**config.mk**
```make
export PLATFORM = sky130hd
export DESIGN_NAME = double_fmod_remainder_top
export DESIGN_NICKNAME = d
export VERILOG_FILES = /design/src/dfmod_pkg.sv /design/src/dfmod_seq.sv /design/src/dfmod_dp.sv /design/src/double_fmod_remainder_top.sv
export SDC_FILE = /design/constraint.sdc
export NUM_CORES = 1
export LEC_CHECK = 0
export ABC_AREA = 1
export BUFFER_PORTS_ARGS = -buffer_cell sky130_fd_sc_hd__buf_2
export CAP_MARGIN = 20
export CORE_UTILIZATION = 30
export DETAILED_ROUTE_END_ITERATION = 7
export PLACE_DENSITY = 0.54
export SLEW_MARGIN = 20
export SYNTH_ARGS = -nofsm -noshare
export SYNTH_HDL_FRONTEND = slang
export SYNTH_SLANG_ARGS = --single-unit
```
**constraint.sdc**
```tcl
create_clock -name clk -period 17.9 [get_ports clk]
set_input_delay 0 -clock clk [delete_from_list [all_inputs] [get_ports clk]]
set_output_delay 0 -clock clk [all_outputs]
set_load 0.05 [all_outputs]
```
**src/dfmod_pkg.sv**
```systemverilog
`timescale 1ns / 1ps
// ----------------------------------------------------------------------------
// Double fmod package
// Shared types and constants for the double-precision remainder block.
// ----------------------------------------------------------------------------
package dfmod_pkg;

    localparam int unsigned WordWidth = 64;
    localparam int unsigned ExpWidth  = 11;
    localparam int unsigned FracWidth = 52;
    localparam int unsigned MantWidth = 53;

    localparam logic [ExpWidth-1:0] ExpAll = '1;

    typedef enum logic [2:0] {
        ST_IDLE,
        ST_REDUCE,
        ST_NORM,
        ST_DENORM,
        ST_DONE
    } state_t;

    // control from sequencer to datapath
    typedef struct packed {
        logic load;
        logic reduce;
        logic norm;
        logic denorm;
    } dp_ctrl_t;

    // status from datapath to sequencer
    typedef struct packed {
        logic early;       // result decided at unpack
        logic ex_gt_ey;    // more reduction steps left
        logic mant_top;    // hidden bit position set
        logic mant_zero;   // remainder is zero
        logic exp_pos;     // biased exponent above zero
        logic shift_done;  // subnormal shift finished
    } dp_stat_t;

endpackage

```
**src/dfmod_seq.sv**
```systemverilog
`timescale 1ns / 1ps
// ----------------------------------------------------------------------------
// Double fmod sequencer
// Steps the shared datapath through reduce, normalize and subnormal shift.
// ----------------------------------------------------------------------------
module dfmod_seq
(
    input  logic                clk,
    input  logic                rst_n,
    input  logic                start,
    input  logic                out_taken,
    input  dfmod_pkg::dp_stat_t stat,
    output dfmod_pkg::dp_ctrl_t ctrl,
    output logic                busy,
    output logic                done
);
    import dfmod_pkg::*;

    state_t state_reg, state_next;

    always_ff @(posedge clk or negedge rst_n)
    begin
        if (!rst_n)
            state_reg <= ST_IDLE;
        else
            state_reg <= state_next;
    end

    always_comb
    begin
        state_next = state_reg;
        unique case (state_reg)
            ST_IDLE:
                if (start) state_next = ST_REDUCE;
            ST_REDUCE:
                priority if (stat.early)       state_next = ST_DONE;
                else if (stat.ex_gt_ey)        state_next = ST_REDUCE;
                else if (stat.mant_zero)       state_next = ST_DONE;
                else                           state_next = ST_NORM;
            ST_NORM:
                priority if (!stat.mant_top)   state_next = ST_NORM;
                else if (stat.exp_pos)         state_next = ST_DONE;
                else                           state_next = ST_DENORM;
            ST_DENORM:
                if (stat.shift_done) state_next = ST_DONE;
            ST_DONE:
                if (out_taken) state_next = ST_IDLE;
            default:
                state_next = ST_IDLE;
        endcase
    end

    always_comb
    begin
        ctrl = '0;
        busy = 1'b1;
        done = 1'b0;
        unique case (state_reg)
            ST_IDLE:
            begin
                busy = 1'b0;
                ctrl.load = start;
            end
            ST_REDUCE: ctrl.reduce = !stat.early;
            ST_NORM:   ctrl.norm   = !stat.mant_top;
            ST_DENORM: ctrl.denorm = !stat.shift_done;
            ST_DONE:   done = 1'b1;
            default:   busy = 1'b1;
        endcase
    end

endmodule

```
**src/dfmod_dp.sv**
```systemverilog
`timescale 1ns / 1ps
// ----------------------------------------------------------------------------
// Double fmod datapath
// Unpack, one shared compare-subtract-shift step, result packing.
// ----------------------------------------------------------------------------
module dfmod_dp
(
    input  logic                                clk,
    input  logic [dfmod_pkg::WordWidth-1:0]     x_in,
    input  logic [dfmod_pkg::WordWidth-1:0]     y_in,
    input  dfmod_pkg::dp_ctrl_t                 ctrl,
    output dfmod_pkg::dp_stat_t                 stat,
    output logic [dfmod_pkg::WordWidth-1:0]     result
);
    import dfmod_pkg::*;

    // mantissa is a full word; the shift-subtract wraps at the word width
    logic [WordWidth-1:0]   mx_reg;
    logic [MantWidth-1:0]   my_reg;
    logic [ExpWidth:0]      ex_reg;   // signed-ish via offset; see below
    logic [ExpWidth:0]      ey_reg;
    logic                   sx_reg;
    logic                   early_reg;
    logic [WordWidth-1:0]   early_val_reg;
    logic [ExpWidth:0]      dshift_reg;  // remaining right shift

    // unpack
    logic [WordWidth-2:0] ax, ay;
    logic [ExpWidth-1:0]  exx, eyy;
    logic                 special, x_nan;
    logic [WordWidth-1:0] early_val;
    logic                 is_early;

    always_comb
    begin
        ax  = x_in[WordWidth-2:0];
        ay  = y_in[WordWidth-2:0];
        exx = ax[WordWidth-2:FracWidth];
        eyy = ay[WordWidth-2:FracWidth];
        special = (eyy == ExpAll) || (ay == '0) || (exx == ExpAll);
        x_nan   = (exx == ExpAll) && (ax[FracWidth-1:0] != '0);
        is_early = 1'b1;
        priority if (special)
            early_val = {(x_in[WordWidth-1] && ax != '0 && !x_nan), {(WordWidth-1){1'b0}}};
        else if (ax < ay)
            early_val = x_in;
        else if (ax == ay)
            early_val = {x_in[WordWidth-1], {(WordWidth-1){1'b0}}};
        else
        begin
            early_val = '0;
            is_early = 1'b0;
        end
    end

    // shared compare-subtract step
    logic [WordWidth-1:0] sub_val;
    always_comb
    begin
        if (mx_reg >= {{(WordWidth-MantWidth){1'b0}}, my_reg})
            sub_val = mx_reg - {{(WordWidth-MantWidth){1'b0}}, my_reg};
        else
            sub_val = mx_reg;
    end

    // exponent of a normalizing result; ex_reg holds e + MantWidth offset
    // during normalize so it never goes negative
    always_ff @(posedge clk)
    begin
        if (ctrl.load)
        begin
            sx_reg        <= x_in[WordWidth-1];
            early_reg     <= is_early;
            early_val_reg <= early_val;
            mx_reg <= {{(WordWidth-MantWidth){1'b0}}, (exx != '0), ax[FracWidth-1:0]};
            my_reg <= {(eyy != '0), ay[FracWidth-1:0]};
            ex_reg <= (exx == '0) ? (ExpWidth+1)'(1) : {1'b0, exx};
            ey_reg <= (eyy == '0) ? (ExpWidth+1)'(1) : {1'b0, eyy};
        end
        else if (ctrl.reduce)
        begin
            if (ex_reg > ey_reg)
            begin
                mx_reg <= {sub_val[WordWidth-2:0], 1'b0};
                ex_reg <= ex_reg - (ExpWidth+1)'(1);
            end
            else
            begin
                mx_reg <= sub_val;
                // start normalize with exponent ey, offset by MantWidth
                ex_reg <= ey_reg + (ExpWidth+1)'(MantWidth);
            end
        end
        else if (ctrl.norm)
        begin
            mx_reg <= {mx_reg[WordWidth-2:0], 1'b0};
            ex_reg <= ex_reg - (ExpWidth+1)'(1);
        end
        else if (ctrl.denorm)
        begin
            mx_reg     <= {1'b0, mx_reg[WordWidth-1:1]};
            dshift_reg <= dshift_reg - (ExpWidth+1)'(1);
        end
        // right shift count 1 - e = MantWidth + 2 - ex_reg, taken from
        // ex_reg before this step's decrement
        if (ctrl.norm)
            dshift_reg <= (ExpWidth+1)'(MantWidth + 2) - ex_reg;
    end

    always_comb
    begin
        stat.early      = early_reg;
        stat.ex_gt_ey   = ex_reg > ey_reg;
        stat.mant_top   = mx_reg[FracWidth];
        stat.mant_zero  = (sub_val == '0);
        stat.exp_pos    = ex_reg > (ExpWidth+1)'(MantWidth);
        stat.shift_done = (dshift_reg == '0);
    end

    logic [ExpWidth:0] e_bias;
    always_comb
    begin
        e_bias = ex_reg - (ExpWidth+1)'(MantWidth);
        priority if (early_reg)
            result = early_val_reg;
        else if (mx_reg == '0)
            result = {sx_reg, {(WordWidth-1){1'b0}}};
        else if (mx_reg[FracWidth] && ex_reg > (ExpWidth+1)'(MantWidth))
            result = {sx_reg, e_bias[ExpWidth-1:0], mx_reg[FracWidth-1:0]};
        else
            result = {sx_reg, {(WordWidth-1){1'b0}}} | mx_reg;
    end

endmodule

```
**src/double_fmod_remainder_top.sv**
```systemverilog
`timescale 1ns / 1ps
// ----------------------------------------------------------------------------
// Double fmod remainder
// Truncated remainder of two IEEE-754 doubles, sign of the dividend.
// ----------------------------------------------------------------------------
// Usage:
//   Input channel: dividend_bits, divisor_bits with in_valid / in_stall.
//   Output channel: remainder_bits with out_valid / out_stall.
//   One item is in flight at a time; in_stall is high from the input
//   transfer until the result transfer and then drops while idle.
//   For special cases and |x| <= |y| the sequencer goes from reduce
//   straight to done; otherwise it runs reduce steps, then, unless the
//   remainder is zero, normalize steps and, for a subnormal result,
//   subnormal shift steps. The reduce steps use the shared
//   compare-subtract-shift step over the mantissa. The next item is
//   taken in the cycle after the result transfer at the earliest.
//   The result stays in its register while out_stall is high.
//   Reset returns the sequencer to idle; no transfer is pending after it.
//   NaN or infinite operands and a zero divisor give a zero result.
// ----------------------------------------------------------------------------
module double_fmod_remainder_top
(
    input  logic                            clk,
    input  logic                            rst_n,
    input  logic                            in_valid,
    output logic                            in_stall,
    input  logic [dfmod_pkg::WordWidth-1:0] dividend_bits,
    input  logic [dfmod_pkg::WordWidth-1:0] divisor_bits,
    output logic                            out_valid,
    input  logic                            out_stall,
    output logic [dfmod_pkg::WordWidth-1:0] remainder_bits
);
    import dfmod_pkg::*;

    dp_ctrl_t ctrl;
    dp_stat_t stat;
    logic     busy, done;

    assign in_stall  = busy;
    assign out_valid = done;

    dfmod_seq u_seq
    (
        .clk       (clk),
        .rst_n     (rst_n),
        .start     (in_valid && !busy),
        .out_taken (!out_stall),
        .stat      (stat),
        .ctrl      (ctrl),
        .busy      (busy),
        .done      (done)
    );

    dfmod_dp u_dp
    (
        .clk    (clk),
        .x_in   (dividend_bits),
        .y_in   (divisor_bits),
        .ctrl   (ctrl),
        .stat   (stat),
        .result (remainder_bits)
    );

endmodule

```
# == Yosys cells after proc, flatten, opt, wreduce, memory -nomap -nowiden ==
# Index checks and enable logic that the tools add are counted.
# W data, S select, Z words.
# op_classes
eq_ne,12
n_addsub,6
muxes,37
n_lt_le_gt_ge,4
n_reduce_logical,29
n_bitwise,1
# op_table
cell,n
$mux W64,11
$logic_not A64 Y1,2
$mux W12,8
$ge A64 B53 Y1,1
$or A64 B64 Y64,1
$sub A64 B53 Y64,1
$eq A63 B63 Y1,1
$logic_not A63 Y1,1
$lt A63 B63 Y1,1
$reduce_bool A63 Y1,1
$mux W53,1
$reduce_bool A52 Y1,1
$mux W3,8
$sub A12 B1 Y12 const B,2
$eq A11 B11 Y1 const B,2
$logic_not A11 Y1,2
$reduce_bool A11 Y1,2
$pmux W3 S5,1
$add A12 B6 Y12 const B,1
$gt A12 B12 Y1,1
$gt A12 B6 Y1 const B,1
$logic_not A12 Y1,1
$sub A6 B12 Y12 const A,1
$mux W11,1
other kinds (16),36
# totals
inputBits,132
reg_bits,222
out_inout_bits,66

# == Longest topological paths before layout ==
# depth
depth_word,7
ltp_mapped,29
mapped_depth_nobuf,27

# == By module ==
# Synthesis repeated with hierarchy kept, for this count alone.
# unflattened
hier_cells,3257
area_unflattened_um2,21097.7
# by_module_without_submodules
module,instances,seq_area_each_um2,area_each_um2,cells_per_inst
dfmod_dp,1,6436.2,20801.2,3206
dfmod_seq,1,75.1,282.8,48
double_fmod_remainder_top,1,0.0,13.8,3

# == Worst setup path before layout ==
# OpenSTA, ideal clock, no wires.
# synth_path
path_type,reg-to-reg
start,reg u_seq.state_reg[2]
end,"reg u_dp.ex_reg[5], data pin"
n_path_buf,2
setup_ns,0.447
required_ns,17.453
synth_period_minus_slack_ns,6.268
path_slack_ns,11.632
path_stages_with_launch,7
arrival_ns,5.820
cell_sequence,dfrtp_1 inv_1 nand3_1 nor2_1 clkbuf_1 clkbuf_1 o21ai_0
# synth_rtl
item,line_no,text
from (decl),dfmod_seq.sv:19,"state_t state_reg, state_next;"
from (signal assigned),dfmod_seq.sv:26,state_reg <= state_next;
to (signal assigned),dfmod_dp.sv:77,"ex_reg <= (exx == '0) ? (ExpWidth+1)'(1) : {1'b0, exx};"
to (signal assigned),dfmod_dp.sv:85,ex_reg <= ex_reg - (ExpWidth+1)'(1);
to (signal assigned),dfmod_dp.sv:91,ex_reg <= ey_reg + (ExpWidth+1)'(MantWidth);
to (decl),dfmod_dp.sv:20,logic [ExpWidth:0] ex_reg;

# == Worst setup path in the final report ==
# layout_path
start,reg u_dp.mx_reg[0]
end,reg u_seq.state_reg[2]
# layout_via
elab_chain_cells,7
elab_cells_between_ends,8
# layout_rtl
item,line_no,text
from (decl),dfmod_dp.sv:18,logic [WordWidth-1:0] mx_reg;
from (signal assigned),dfmod_dp.sv:75,"mx_reg <= {{(WordWidth-MantWidth){1'b0}}, (exx != '0), ax[FracWidth-1:0]};"
from (signal assigned),dfmod_dp.sv:84,"mx_reg <= {sub_val[WordWidth-2:0], 1'b0};"
from (signal assigned),dfmod_dp.sv:89,mx_reg <= sub_val;
$sub A64 B53 Y64 or $ge A64 B53 Y1 (tied branches),"dfmod_dp.sv:61, dfmod_dp.sv:60",
$mux W64 *,dfmod_dp.sv:60,"if (mx_reg >= {{(WordWidth-MantWidth){1'b0}}, my_reg})"
$logic_not A64 Y1 *,dfmod_dp.sv:115,stat.mant_zero = (sub_val == '0);
$mux W3 *,dfmod_seq.sv:38,else if (stat.mant_zero) state_next = ST_DONE;
$mux W3 *,dfmod_seq.sv:37,else if (stat.ex_gt_ey) state_next = ST_REDUCE;
$mux W3 *,dfmod_seq.sv:36,priority if (stat.early) state_next = ST_DONE;
$pmux W3 S5 *,dfmod_seq.sv:32,unique case (state_reg)
# Every way passes the cells marked *; elsewhere a longest branch is shown, timed or not.
# A chain may end at the register's enable or synchronous reset.

==> key figures <==
Status
  • Status: complete, no violations

Floorplanning
  • # IOs: 198
  • Num rows: 96
  • Core ar.: 0.06847 sq mm
  • Chip Width: 264.9 microns
  • Chip height: 264.9 microns
  • Full die area: 0.07020 sq mm
  • Initial Utilization: 0.3030

Logic synthesis
  • Post-synth net total: 3406
  • Synth top area share: 0.2997
  • Seq/Total Area, Yosys: 0.3139
  • Synthesized-area fraction occupied by adder cells: 0.08240
  • Syn Inst Count: 3138
  • Yosys cell types: 60
  • Post-synthesis register bit count: 221
  • Dominant cells by area after synthesis: edfxtp_1 (30%), nand2_1 (17%), inv_1 (11%)
  • Post-synth EDFFs: 207
  • Area leader, netlist: edfxtp_1
  • Largest family of logic cells by synthesized area: simple AND/OR/NAND/NOR gates
  • Synth warn: 0
  • FFs w/ async S/R, synth: 0.01357
  • Mux cell area share after synthesis: 0
  • Xor/xnor share of the synthesized area: 0.02407
  • Compound-cell area share of the yosys netlist: 0.1290
  • Syn_area_per_cell: 6.610 sq um
  • Simple-gate share of the synthesized area: 0.3115
  • Synth Cell Area: 0.02074 sq mm
  • Ys flop type: edfxtp_1

Cells and area
  • Ant diodes: 0
  • Fin area: 0.02476 sq mm
  • Layout Nets: 3682
  • Most frequent cells in the layout: nand2_1 (948), inv_1 (625), edfxtp_1 (207), nor2_1 (199), buf_2 (196)
  • P&R area growth vs syn: 19.34%
  • Most common cell after layout, fill and taps aside: nand2_1
  • Reg area: 0.006511 sq mm
  • Fill cell count: 7411
  • Layout cells sized above 1: 0.09464
  • Area occupied by multi-input gates: 0.01140 sq mm

STA
  • Final Hold Vio Count: 0
  • Final setup fails: 0
  • Setup TNS Final: 0 ns
  • Slew HR: 0.3534
  • Setup Skew: 0.04071 ns
  • Final Critical Period: 5.719 ns
  • RSZ-0062 raised after global routing: no
  • Slew @ Worst Pin: 0.9598 ns
  • Period utilization: 0.3195
  • Fmax: 174.8 MHz
  • Slew Viols, Final: 0

Job
  • Max cap viols: 0

Worst hold path
  • Hold path cells: 3
  • Hold crit path type: primary input to register
  • Hold path endpoint: u_dp.mx_reg[0]
  • Hold wc startpoint: dividend_bits[0]

Worst setup path
  • Startpoint Class: register
  • Worst Setup End Kind: register
  • R2R Path Start: u_dp.mx_reg[0]
  • Slowest cell delay on critical path: 0.55 ns
  • R2R Path End: u_seq.state_reg[2]
  • Worst Reg-to-Reg Cells: 29
  • Setup Crit Path Kind: register to register
  • CP most frequent cell: nand2_1
  • Req. time, crit path: 18.38 ns
  • Max FO, Critical Path: 44
  • Reg-to-reg slack, setup: 12.18 ns
  • Worst Path Arrival: 6.20 ns
  • Crit-path slowest cell: buf_4

Place
  • Dpl cell area: 0.02261 sq mm
  • Port bufs: 196
  • Post-DP HPWL: 66.06 mm
  • Placer Congestion: 0.9856

Routing
  • DR WL/cell: 19.53 microns
  • First drt pass iteration count: 5
  • Vias per cell: 5.050
  • Post-route ant nets: 0
  • DRC viols: 0
  • Starting DRC count in detailed routing: 1862
  • Final WL: 84.27 mm
  • Via count: 21790

Global routing
  • Largest net degree at the start of global routing: 76
  • Initial antenna violation count: 0
  • GR Overflow Total: 0
  • Vias in the first global route: 20690
  • Total track usage: 0.2354
  • First-pass GRT wire length: 126.3 mm

Clock network
  • Clk slew on worst S/H paths: 0.06 ns
  • Clk sinks: 221
  • Root Buffer: clkbuf_16
  • Postcts setup bufs: 0
  • Htree depth: 1
  • Max Root-Sink Buffers: 3
  • CTS tree: yes
  • Total CTS buffers: 26
  • Latest clock arrival within the worst-skew pair: 0.57 ns

Power
  • Total Power Consumption: 4.693 mW
  • Power per cell area: 189.6 mW/mm^2
  • Worst VDD drop: 0.1119 mV
  • Leak Pwr: 12.33 nW
## kinds of logic (layout without fill, tap and decap cells)
group	after synthesis	after routing
AOI/OAI and AO/OA	449	449
xor gates and xnor gates	57	57
adders and majority gates	136	136
DFF	221	221
buffers and inverters	753	1049
and+or+nand+nor	1522	1522
## final cells by class
class / instances / area share
clock buffer: 37 / 0.03048
clock inverter: 11 / 0.003134
inverter: 651 / 0.09871
timing repair buffer: 350 / 0.09957
tap: 882 / 0.04458
sequential: 221 / 0.2630
multi-input combinational: 2164 / 0.4605
## worst max-delay path: cells and delay by family (launching register included)
kind                       cells  cell delay (ns)
AOI/OAI and AO/OA              1             0.26
buffers and inverters          5             1.55
and+or+nand+nor               21             2.68
DFF                            1             0.41
adders and majority gates      2             0.67
## stage by stage
stage,hold WS [ns],instances,setup slack [ns],util
3_5_place_dp,-0.1877,4137,12.87,0.3303
3_3_place_gp,-0.1885,4137,12.88,0.3303
2_1_floorplan,-0.2956,3138,11.63,-
4_1_cts,0.06863,4316,12.28,0.3616
5_1_grt,0.09199,4316,11.96,0.3616
6_report,0.08498,4316,12.18,0.3616
## Yosys cell counts (13+ instances only)
master      n
nor3b_1    30
nand2_2    13
nor3_1     63
a22oi_1    28
nor4_1     39
o211ai_1   27
nand4_1    51
inv_2      24
clkbuf_1   80
a21oi_1   112
o22ai_1    30
xor2_1     48
inv_1     625
o21ai_0   173
nand2_1   949
a221oi_1   26
nand3_1   143
ha_1      135
nor2_1    203
edfxtp_1  207
## where the power goes
group / leakage, nW / switching [mW] / internal, mW
Sequential: 2.10 / 0.188 / 0.843
Clock: 0.408 / 0.231 / 0.307
Combinational: 9.83 / 2.25 / 0.877
## how the worst max path moves through the flow
stage / from / to / slack [ns] / cells after the start
2_1_floorplan: u_seq.state_reg[2] / u_dp.ex_reg[5] / 11.63 / 6
3_3_place_gp: u_dp.mx_reg[0] / u_seq.state_reg[2] / 12.88 / 28
3_5_place_dp: u_dp.mx_reg[0] / u_seq.state_reg[2] / 12.87 / 28
4_1_cts: u_dp.mx_reg[0] / u_seq.state_reg[2] / 12.28 / 29
5_1_grt: u_dp.mx_reg[0] / u_seq.state_reg[2] / 11.96 / 29
6_report: u_dp.mx_reg[0] / u_seq.state_reg[2] / 12.18 / 29
## per-layer routing
layer / vias up / routed length (microns) / track usage
met4: 0 / 2449 / 0.06890
met3: 110 / 5291 / 0.02183
li1: 10730 / - / -
met5: - / 0 / 0
met1: 10160 / 39850 / 0.3415
met2: 793 / 36680 / 0.3681
## timing repair
action,4_1_cts,5_1_grt
endpoints found under the hold margin,195,0
hold buffers,131,0
gates resized for setup,0,0
No activity file was read; power rests on OpenSTA's default activity.
